`src/rtl/core/sfr_pkg.sv`:
```
// ----------------------------------------------------------------------------
// sfr_pkg
// Shared types and constants of the streaming find-and-replace block.
// ----------------------------------------------------------------------------
package sfr_pkg;

  localparam int MAX_PATTERN = 8;
  localparam int QUEUE_DEPTH = 4;

  typedef enum logic [2:0] {
    REG_FIND_PATTERN    = 3'd0,
    REG_FIND_LENGTH     = 3'd1,
    REG_REPLACE_PATTERN = 3'd2,
    REG_REPLACE_LENGTH  = 3'd3,
    REG_IGNORE_COUNT    = 3'd4,
    REG_REPLACE_LIMIT   = 3'd5
  } reg_index_t;

  typedef struct packed {
    logic [63:0] find_pattern;
    logic [3:0]  find_length;
    logic [63:0] replace_pattern;
    logic [3:0]  replace_length;
    logic [15:0] ignore_count;
    logic [15:0] replace_limit;
  } cfg_t;

  typedef struct packed {
    logic        ignore_load;
    logic        limit_load;
    logic [15:0] value;
  } ctr_load_t;

endpackage

```
`src/rtl/core/sfr_front.sv`:
```
// ----------------------------------------------------------------------------
// sfr_front
// Match window and counters: accepts source bytes and turns each that releases
// results or ends the string into a descriptor of the result bytes it releases.
// ----------------------------------------------------------------------------
module sfr_front import sfr_pkg::*; #(
  parameter int MaxPattern = MAX_PATTERN,
  localparam int CW = $clog2(MaxPattern + 1)
) (
  input  logic                    clk,
  input  logic                    rst,
  input  cfg_t                    cfg,
  input  ctr_load_t               ctr_load,
  input  logic                    take,
  input  logic [7:0]              in_byte,
  input  logic                    end_of_string,
  output logic                    push,
  output logic [MaxPattern*8-1:0] d_bytes,
  output logic [CW-1:0]           d_pre,
  output logic [CW-1:0]           d_cnt,
  output logic                    d_repl,
  output logic                    d_eos
);

  logic [7:0]            win      [MaxPattern];
  logic [7:0]            win_next [MaxPattern];
  logic [7:0]            ext      [MaxPattern];
  logic [CW-1:0]         fill, fill_next;
  logic [15:0]           ignores_left, replacements_left;
  logic [CW-1:0]         nf, flen, rlen, k_sel, m, cnt;
  logic [CW:0]           total;
  logic [MaxPattern-1:0] ok;
  logic                  hit, repl, dec_ign, dec_rep;

  always_comb begin
    if (cfg.find_length == 4'd0) begin
      flen = CW'(1);
    end else if (cfg.find_length > 4'(MaxPattern)) begin
      flen = CW'(MaxPattern);
    end else begin
      flen = CW'(cfg.find_length);
    end
    if (cfg.replace_length > 4'(MaxPattern)) begin
      rlen = CW'(MaxPattern);
    end else begin
      rlen = CW'(cfg.replace_length);
    end
  end

  // append the new byte behind the held window
  always_comb begin
    nf = fill + CW'(1);
    for (int i = 0; i < MaxPattern; i++) begin
      if (CW'(i) < fill) begin
        ext[i] = win[i];
      end else if (CW'(i) == fill) begin
        ext[i] = in_byte;
      end else begin
        ext[i] = 8'h00;
      end
    end
  end

  // a shift k is good when what remains is a prefix of the pattern
  always_comb begin
    for (int k = 0; k < MaxPattern; k++) begin
      ok[k] = (CW'(k) < nf) && ((nf - CW'(k)) <= flen);
      for (int i = 0; i < MaxPattern; i++) begin
        if (k + i < MaxPattern) begin
          if ((CW'(k + i) < nf) && (ext[k + i] != cfg.find_pattern[8*i +: 8])) begin
            ok[k] = 1'b0;
          end
        end
      end
    end
  end

  // release bytes up to the leftmost good shift
  always_comb begin
    k_sel = nf;
    for (int k = MaxPattern - 1; k >= 0; k--) begin
      if (ok[k]) begin
        k_sel = CW'(k);
      end
    end
    m   = nf - k_sel;
    hit = (m == flen);
  end

  always_comb begin
    repl    = 1'b0;
    dec_ign = 1'b0;
    dec_rep = 1'b0;
    if (hit) begin
      priority if (ignores_left != 16'd0) begin
        dec_ign = 1'b1;
      end else if (cfg.replace_limit == 16'd0) begin
        repl = 1'b1;
      end else if (replacements_left != 16'd0) begin
        dec_rep = 1'b1;
        repl    = 1'b1;
      end else begin
        // limit spent: pass the match through
        repl = 1'b0;
      end
    end
  end

  always_comb begin
    if (repl) begin
      total = {1'b0, k_sel} + {1'b0, rlen};
    end else if (hit || end_of_string) begin
      total = {1'b0, k_sel} + {1'b0, m};
    end else begin
      total = {1'b0, k_sel};
    end
    // drop anything beyond one window's worth of results
    cnt = (total > (CW + 1)'(MaxPattern)) ? CW'(MaxPattern) : total[CW-1:0];
  end

  always_comb begin
    for (int i = 0; i < MaxPattern; i++) begin
      win_next[i] = 8'h00;
      for (int k = 0; k < MaxPattern; k++) begin
        if ((i + k < MaxPattern) && (CW'(k) == k_sel)) begin
          win_next[i] = ext[i + k];
        end
      end
    end
    fill_next = (hit || end_of_string) ? '0 : m;
  end

  always_comb begin
    push = take && ((cnt != '0) || end_of_string);
    for (int i = 0; i < MaxPattern; i++) begin
      d_bytes[8*i +: 8] = ext[i];
    end
    d_pre  = k_sel;
    d_cnt  = cnt;
    d_repl = repl;
    d_eos  = end_of_string;
  end

  always_ff @(posedge clk) begin
    if (rst) begin
      fill              <= '0;
      ignores_left      <= 16'd0;
      replacements_left <= 16'd0;
    end else begin
      if (take) begin
        fill <= fill_next;
        if (end_of_string) begin
          ignores_left      <= cfg.ignore_count;
          replacements_left <= cfg.replace_limit;
        end else begin
          if (dec_ign) begin
            ignores_left <= ignores_left - 16'd1;
          end
          if (dec_rep) begin
            replacements_left <= replacements_left - 16'd1;
          end
        end
      end
      if (ctr_load.ignore_load) begin
        ignores_left <= ctr_load.value;
      end
      if (ctr_load.limit_load) begin
        replacements_left <= ctr_load.value;
      end
    end
  end

  always_ff @(posedge clk) begin
    if (take) begin
      win <= win_next;
    end
  end

endmodule

```
`src/rtl/core/sfr_queue.sv`:
```
// ----------------------------------------------------------------------------
// sfr_queue
// Small first-in first-out queue of descriptors between front and back.
// ----------------------------------------------------------------------------
module sfr_queue import sfr_pkg::*; #(
  parameter int Width = 8,
  parameter int Depth = QUEUE_DEPTH,
  localparam int AW = $clog2(Depth)
) (
  input  logic             clk,
  input  logic             rst,
  input  logic             push,
  input  logic [Width-1:0] wdata,
  output logic             space,
  input  logic             pop,
  output logic             rvalid,
  output logic [Width-1:0] rdata
);

  logic [Width-1:0] slots [Depth];
  logic [AW-1:0]    wr_ptr, rd_ptr;
  logic [AW:0]      count;
  logic             do_push, do_pop;

  assign space   = (count != (AW + 1)'(Depth));
  assign rvalid  = (count != '0);
  assign rdata   = slots[rd_ptr];
  assign do_push = push && space;
  assign do_pop  = pop && rvalid;

  always_ff @(posedge clk) begin
    if (rst) begin
      wr_ptr <= '0;
      rd_ptr <= '0;
      count  <= '0;
    end else begin
      if (do_push) begin
        wr_ptr <= wr_ptr + AW'(1);
      end
      if (do_pop) begin
        rd_ptr <= rd_ptr + AW'(1);
      end
      count <= count + (AW + 1)'(do_push) - (AW + 1)'(do_pop);
    end
  end

  always_ff @(posedge clk) begin
    if (do_push) begin
      slots[wr_ptr] <= wdata;
    end
  end

endmodule

```
`src/rtl/core/sfr_back.sv`:
```
// ----------------------------------------------------------------------------
// sfr_back
// Serializer: walks the head descriptor and presents one result per cycle while out_ready is high.
// ----------------------------------------------------------------------------
module sfr_back import sfr_pkg::*; #(
  parameter int MaxPattern = MAX_PATTERN,
  localparam int CW = $clog2(MaxPattern + 1)
) (
  input  logic                    clk,
  input  logic                    rst,
  input  logic                    head_valid,
  input  logic [MaxPattern*8-1:0] head_bytes,
  input  logic [CW-1:0]           head_pre,
  input  logic [CW-1:0]           head_cnt,
  input  logic                    head_repl,
  input  logic                    head_eos,
  input  logic [63:0]             replace_pattern,
  output logic                    pop,
  output logic                    out_valid,
  input  logic                    out_ready,
  output logic [7:0]              out_byte,
  output logic                    byte_valid,
  output logic                    last
);

  logic [CW-1:0] idx, idx_next, rep_idx;
  logic [7:0]    src, rep;
  logic          fire, final_beat;

  assign out_valid  = head_valid;
  assign fire       = out_valid && out_ready;
  assign final_beat = (head_cnt == '0) || (idx == head_cnt - CW'(1));
  assign pop        = fire && final_beat;
  assign rep_idx    = idx - head_pre;

  always_comb begin
    src = 8'h00;
    rep = 8'h00;
    for (int i = 0; i < MaxPattern; i++) begin
      if (CW'(i) == idx) begin
        src = head_bytes[8*i +: 8];
      end
      if (CW'(i) == rep_idx) begin
        rep = replace_pattern[8*i +: 8];
      end
    end
  end

  always_comb begin
    byte_valid = (head_cnt != '0);
    last       = head_eos && final_beat;
    priority if (head_cnt == '0) begin
      out_byte = 8'h00;
    end else if (head_repl && (idx >= head_pre)) begin
      out_byte = rep;
    end else begin
      out_byte = src;
    end
  end

  always_comb begin
    idx_next = idx;
    if (fire) begin
      idx_next = final_beat ? '0 : idx + CW'(1);
    end
  end

  always_ff @(posedge clk) begin
    if (rst) begin
      idx <= '0;
    end else begin
      idx <= idx_next;
    end
  end

endmodule

```
`src/rtl/core/stream_find_replace.sv`:
```
// ----------------------------------------------------------------------------
// stream_find_replace
// Streaming find-and-replace over a byte string with configuration registers.
// ----------------------------------------------------------------------------
//  channel | handshake                | payload
//  --------+--------------------------+-----------------------------------
//  cfg     | cfg_write                | cfg_index, cfg_data
//  in      | in_valid / in_ready      | in_byte, end_of_string
//  out     | out_valid / out_ready    | out_byte, byte_valid, last
//
//  The front takes one byte per cycle while the queue has space; a request's
//  descriptor is registered in the queue before its results show. Each
//  request yields 0 to MaxPattern results, which the back delivers one per
//  cycle while out_ready is high; a four-entry descriptor queue sets how far
//  the front runs ahead. Sustained rate is one byte per cycle while bytes
//  release at most one result each; n replacement bytes add n results.
//  Synchronous reset empties the queue, clears the window and counters, and loads the register defaults.
// ----------------------------------------------------------------------------
module stream_find_replace import sfr_pkg::*; #(
  parameter int MaxPattern = MAX_PATTERN
) (
  input  logic        clk,
  input  logic        rst,
  input  logic        cfg_write,
  input  logic [2:0]  cfg_index,
  input  logic [63:0] cfg_data,
  input  logic        in_valid,
  output logic        in_ready,
  input  logic [7:0]  in_byte,
  input  logic        end_of_string,
  output logic        out_valid,
  input  logic        out_ready,
  output logic [7:0]  out_byte,
  output logic        byte_valid,
  output logic        last
);

  localparam int CW    = $clog2(MaxPattern + 1);
  localparam int DescW = MaxPattern * 8 + 2 * CW + 2;

  cfg_t                    cfg;
  ctr_load_t               ctr_load;
  logic                    take, push, space, pop, head_valid;
  logic [MaxPattern*8-1:0] d_bytes, head_bytes;
  logic [CW-1:0]           d_pre, d_cnt, head_pre, head_cnt;
  logic                    d_repl, d_eos, head_repl, head_eos;
  logic [DescW-1:0]        wdata, rdata;

  always_ff @(posedge clk) begin
    if (rst) begin
      cfg.find_pattern    <= 64'd0;
      cfg.find_length     <= 4'd1;
      cfg.replace_pattern <= 64'd0;
      cfg.replace_length  <= 4'd0;
      cfg.ignore_count    <= 16'd0;
      cfg.replace_limit   <= 16'd0;
    end else if (cfg_write) begin
      unique case (reg_index_t'(cfg_index))
        REG_FIND_PATTERN:    cfg.find_pattern    <= cfg_data;
        REG_FIND_LENGTH:     cfg.find_length     <= cfg_data[3:0];
        REG_REPLACE_PATTERN: cfg.replace_pattern <= cfg_data;
        REG_REPLACE_LENGTH:  cfg.replace_length  <= cfg_data[3:0];
        REG_IGNORE_COUNT:    cfg.ignore_count    <= cfg_data[15:0];
        REG_REPLACE_LIMIT:   cfg.replace_limit   <= cfg_data[15:0];
        default: ;
      endcase
    end
  end

  // counter writes also reload the running counters
  always_comb begin
    ctr_load.ignore_load = cfg_write && (cfg_index == REG_IGNORE_COUNT);
    ctr_load.limit_load  = cfg_write && (cfg_index == REG_REPLACE_LIMIT);
    ctr_load.value       = cfg_data[15:0];
  end

  assign in_ready = space;
  assign take     = in_valid && space;

  sfr_front #(.MaxPattern(MaxPattern)) u_front (
    .clk           (clk),
    .rst           (rst),
    .cfg           (cfg),
    .ctr_load      (ctr_load),
    .take          (take),
    .in_byte       (in_byte),
    .end_of_string (end_of_string),
    .push          (push),
    .d_bytes       (d_bytes),
    .d_pre         (d_pre),
    .d_cnt         (d_cnt),
    .d_repl        (d_repl),
    .d_eos         (d_eos)
  );

  assign wdata = {d_eos, d_repl, d_cnt, d_pre, d_bytes};
  assign {head_eos, head_repl, head_cnt, head_pre, head_bytes} = rdata;

  sfr_queue #(.Width(DescW), .Depth(QUEUE_DEPTH)) u_queue (
    .clk    (clk),
    .rst    (rst),
    .push   (push),
    .wdata  (wdata),
    .space  (space),
    .pop    (pop),
    .rvalid (head_valid),
    .rdata  (rdata)
  );

  sfr_back #(.MaxPattern(MaxPattern)) u_back (
    .clk             (clk),
    .rst             (rst),
    .head_valid      (head_valid),
    .head_bytes      (head_bytes),
    .head_pre        (head_pre),
    .head_cnt        (head_cnt),
    .head_repl       (head_repl),
    .head_eos        (head_eos),
    .replace_pattern (cfg.replace_pattern),
    .pop             (pop),
    .out_valid       (out_valid),
    .out_ready       (out_ready),
    .out_byte        (out_byte),
    .byte_valid      (byte_valid),
    .last            (last)
  );

endmodule

```
`config.mk`:
```
export PLATFORM = sky130hd
export DESIGN_NAME = stream_find_replace
export DESIGN_NICKNAME = d
export VERILOG_FILES = /design/src/rtl/core/sfr_pkg.sv /design/src/rtl/core/sfr_front.sv /design/src/rtl/core/sfr_queue.sv /design/src/rtl/core/sfr_back.sv /design/src/rtl/core/stream_find_replace.sv
export SDC_FILE = /design/constraint.sdc
export NUM_CORES = 1
export LEC_CHECK = 0
export BUFFER_PORTS_ARGS = -buffer_cell sky130_fd_sc_hd__buf_2
export CAP_MARGIN = 10
export CELL_PAD_IN_SITES_DETAIL_PLACEMENT = 1
export CELL_PAD_IN_SITES_GLOBAL_PLACEMENT = 1
export CORE_ASPECT_RATIO = 0.5
export CORE_MARGIN = 3
export CORE_UTILIZATION = 35
export CTS_CLUSTER_SIZE = 20
export DETAILED_ROUTE_END_ITERATION = 16
export PLACE_DENSITY = 0.64
export SLEW_MARGIN = 20
export SYNTH_ARGS = -nofsm -noshare
export SYNTH_HDL_FRONTEND = slang
export SYNTH_SLANG_ARGS = --single-unit
```
`constraint.sdc`:
```
create_clock -name clk -period 16 [get_ports clk]
set_input_delay 1.6 -clock clk [delete_from_list [all_inputs] [get_ports clk]]
set_output_delay 1.6 -clock clk [all_outputs]
set_load 0.05 [all_outputs]
```
==> metrics <==
Power Density=112.0 mW/mm^2; Synth Area in XOR/XNOR=7.864%; worst-margin pin slew=1121 ps; R2R Path Start=u_front.fill[0]; count of pins over their slew limit=0; outcome=finished, final reports clean; total global-route track usage=25.34%; clock skew=47.22 ps; hold wc startpoint=cfg[45]; post-synthesis compound-gate area fraction=14.90%; die span in y=221.5 um; Area growth, synth to finish=10.76%; adder-cell share of the synthesized area=2.555%; layout cells sized above 1=13.75%; syn_area_per_cell=10.02 um^2; Root Driver=clkbuf_16; area leader, netlist=edfxtp_1; share of the synthesized area in the top cell type=33.24%; setup tns final=0 ps; hold path cells=2; global-route wire length before repair=185300 um; Final Util=39.43%; CP Buf/Inv Count=7; # fillers=10230; Power Total=0.004033 W; Reg2Reg Setup Slack=5630 ps; WS Path Type=reg -> reg; Yosys Warn Count=0; largest net degree at the start of global routing=90; Max FO, Critical Path=50; flops & latches, synth=577; clk buf depth=3; Cells after Synth=3246; hold endpoint=cfg[45]; Synth area leaders=edfxtp_1 33%, dfxtp_1 13%, mux4_2 6.2%; largest family of logic cells by synthesized area=simple AND/OR/NAND/NOR gates; Vias/cell=5.934; clock power share=34.3%; Pre-Repair DR Iteration Count=6; crit path capture type=register; multiplexer share of the synthesized area=8.380%; DRC violations left=0; Gate power share=20.5%; Required @ worst endpoint=16270 ps; TritonCTS Buffers=56; Synth Flop Type=edfxtp_1; routed vias=26710; Mapped Area=0.03252 mm^2; WP data arrival=10640 ps; Worst Reg2Reg Path Length in Cells=31; unrepaired setup endpoints after global routing=no; sw frac=31.11%; post-synthesis simple-gate area fraction=14.96%; max_slew headroom=23.12%; number of synthesized flops with an enable pin=360; Site Rows=78; Final nets=3358; CTS clk-pin slew, worst paths=70 ps; H-tree depth=2; die area=0.09683 mm^2; Mapped Nets=3391; most frequent cells in the layout=473 x nand2_1, 360 x edfxtp_1, 296 x a21oi_1; TritonCTS Sinks=577; Reg power frac=45.1%; Max VDD drop=0.00008831 V; Min-Delay Path Class=reg -> reg; fin crit share=64.78%; # setup viols final=0; FMAX=96.47 MHz; detailed placer's ending HPWL=87990 um; Resized Gates After CTS=0; type of origin of the critical path=register; sequential fraction of the synthesis area=46.60%; commonest non-fill, non-tap cell in the layout=nand2_1; initial DRC count=3046; Psw=0.001255 W; Chip Width=437.1 um; postcts setup bufs=0; FFs w/ async S/R, synth=0%; min Tclk post-route=10370 ps; Initial Util=35.60%; CP max-delay cell=xor2_1; Synth cell types=107; hold bufs inserted after CTS=0; Port Buf Inserts=92; RD Place Congestion=0.9646; initial antenna violation count=8; drt wl/cell=27.96 um; Core ar.=0.09135 mm^2; Reg-to-Reg End=u_queue.slots[1][62]; Hold Fails Final Rpt=0; Int Power=0.002778 W; Total Routed Length=125900 um; Worst path max stage delay=880 ps; antenna-violating nets left=0; Top delay family on crit path=simple AND/OR/NAND/NOR gates; MaxCap Viol Count=0; Ports=93; vias in the first global route=27020; Leak Pwr=12.85 nW; gr ovfl total=0; Worst-Skew Late Latency=660 ps; TritonCTS clock tree=built
cell type report:
type	count	area, um^2	area share, %
multi-input combinational	2291	15920	44.19
antenna	2	5.005	0.01389
sequential	577	15160	42.10
timing repair buffer	167	1030	2.859
tap	1240	1551	4.307
inverter	120	451.7	1.254
clock inverter	35	370.4	1.028
clock buffer	69	1530	4.248
how the worst max path moves through the flow:
stage | start | to | slack (ps) | cells after the start
2_1_floorplan | in_byte[2] | u_queue.slots[0][0] | 6400 | 28
6_report | u_front.fill[0] | u_queue.slots[1][62] | 5630 | 31
3_5_place_dp | u_front.fill[0] | u_queue.slots[0][59] | 5750 | 29
3_3_place_gp | u_front.fill[0] | u_queue.slots[2][62] | 5720 | 27
4_1_cts | u_front.fill[0] | u_queue.slots[0][62] | 5790 | 29
5_1_grt | u_front.fill[0] | u_queue.slots[0][62] | 4880 | 31
state kept, by name, indices dropped and copies added (netlist names), named ones only:
register / cells
u_queue.count: 3
u_front.ignores_left: 16
u_front.win: 64
u_front.replacements_left: 16
u_queue.slots: 296
u_back.idx: 4
cfg: 168
u_queue.rd_ptr: 2
u_queue.wr_ptr: 2
u_front.fill: 4
power by group through the flow:
stage	Clock, W	Combinational [W]	Sequential, W
4_1_cts	0.00141	0.000838	0.00182
3_5_place_dp	0	0.000834	0.00185
3_3_place_gp	0	0.000827	0.00184
6_report	0.00139	0.000827	0.00182
2_1_floorplan	0	0.000562	0.00182
5_1_grt	0.00148	0.000900	0.00183
cells in the mapped netlist (60+ instances only):
cell / n
mux4_2: 90
a21oi_1: 296
xor2_1: 82
o21ai_0: 108
inv_1: 112
dfxtp_1: 217
clkbuf_1: 156
edfxtp_1: 360
nor2_1: 190
nand2_1: 474
xnor2_1: 210
ha_1: 60
kinds of logic after synthesis:
logic type | Yosys count
AND/OR/NAND/NOR | 1036
AO/OA/AOI/OAI | 750
multiplexers | 149
XOR/XNOR | 292
adder cells (fa/ha/maj) | 64
buffers and inverters | 378
flip-flops | 577
tightest hold or removal path, stage by stage (launching register included):
cell and delay, ps:
dfxtp_1 310, nand2_1 50, a21oi_1 50
metrics by stage:
stage | setup WS (ps) | area, um^2 | hold WS (ps) | std cells
final | 5634 | 36020 | 454.6 | 4501
after global routing | 4885 | 36020 | 475.0 | 4499
after CTS | 5785 | 36010 | 457.5 | 4499
after detailed placement | 5751 | 34110 | 447.9 | 4395
after global placement | 5719 | 34110 | 437.6 | 4395
after floorplan | 6403 | 32520 | 431.2 | 3246
layer usage:
layer | global-route usage, % | share of wire [%]
met3 | 5.603 | 8.8
met5 | 0 | 0
met4 | 9.125 | 4.1
met1 | 36.11 | 44
met2 | 37.74 | 43
(Power assumes the default switching activity.)
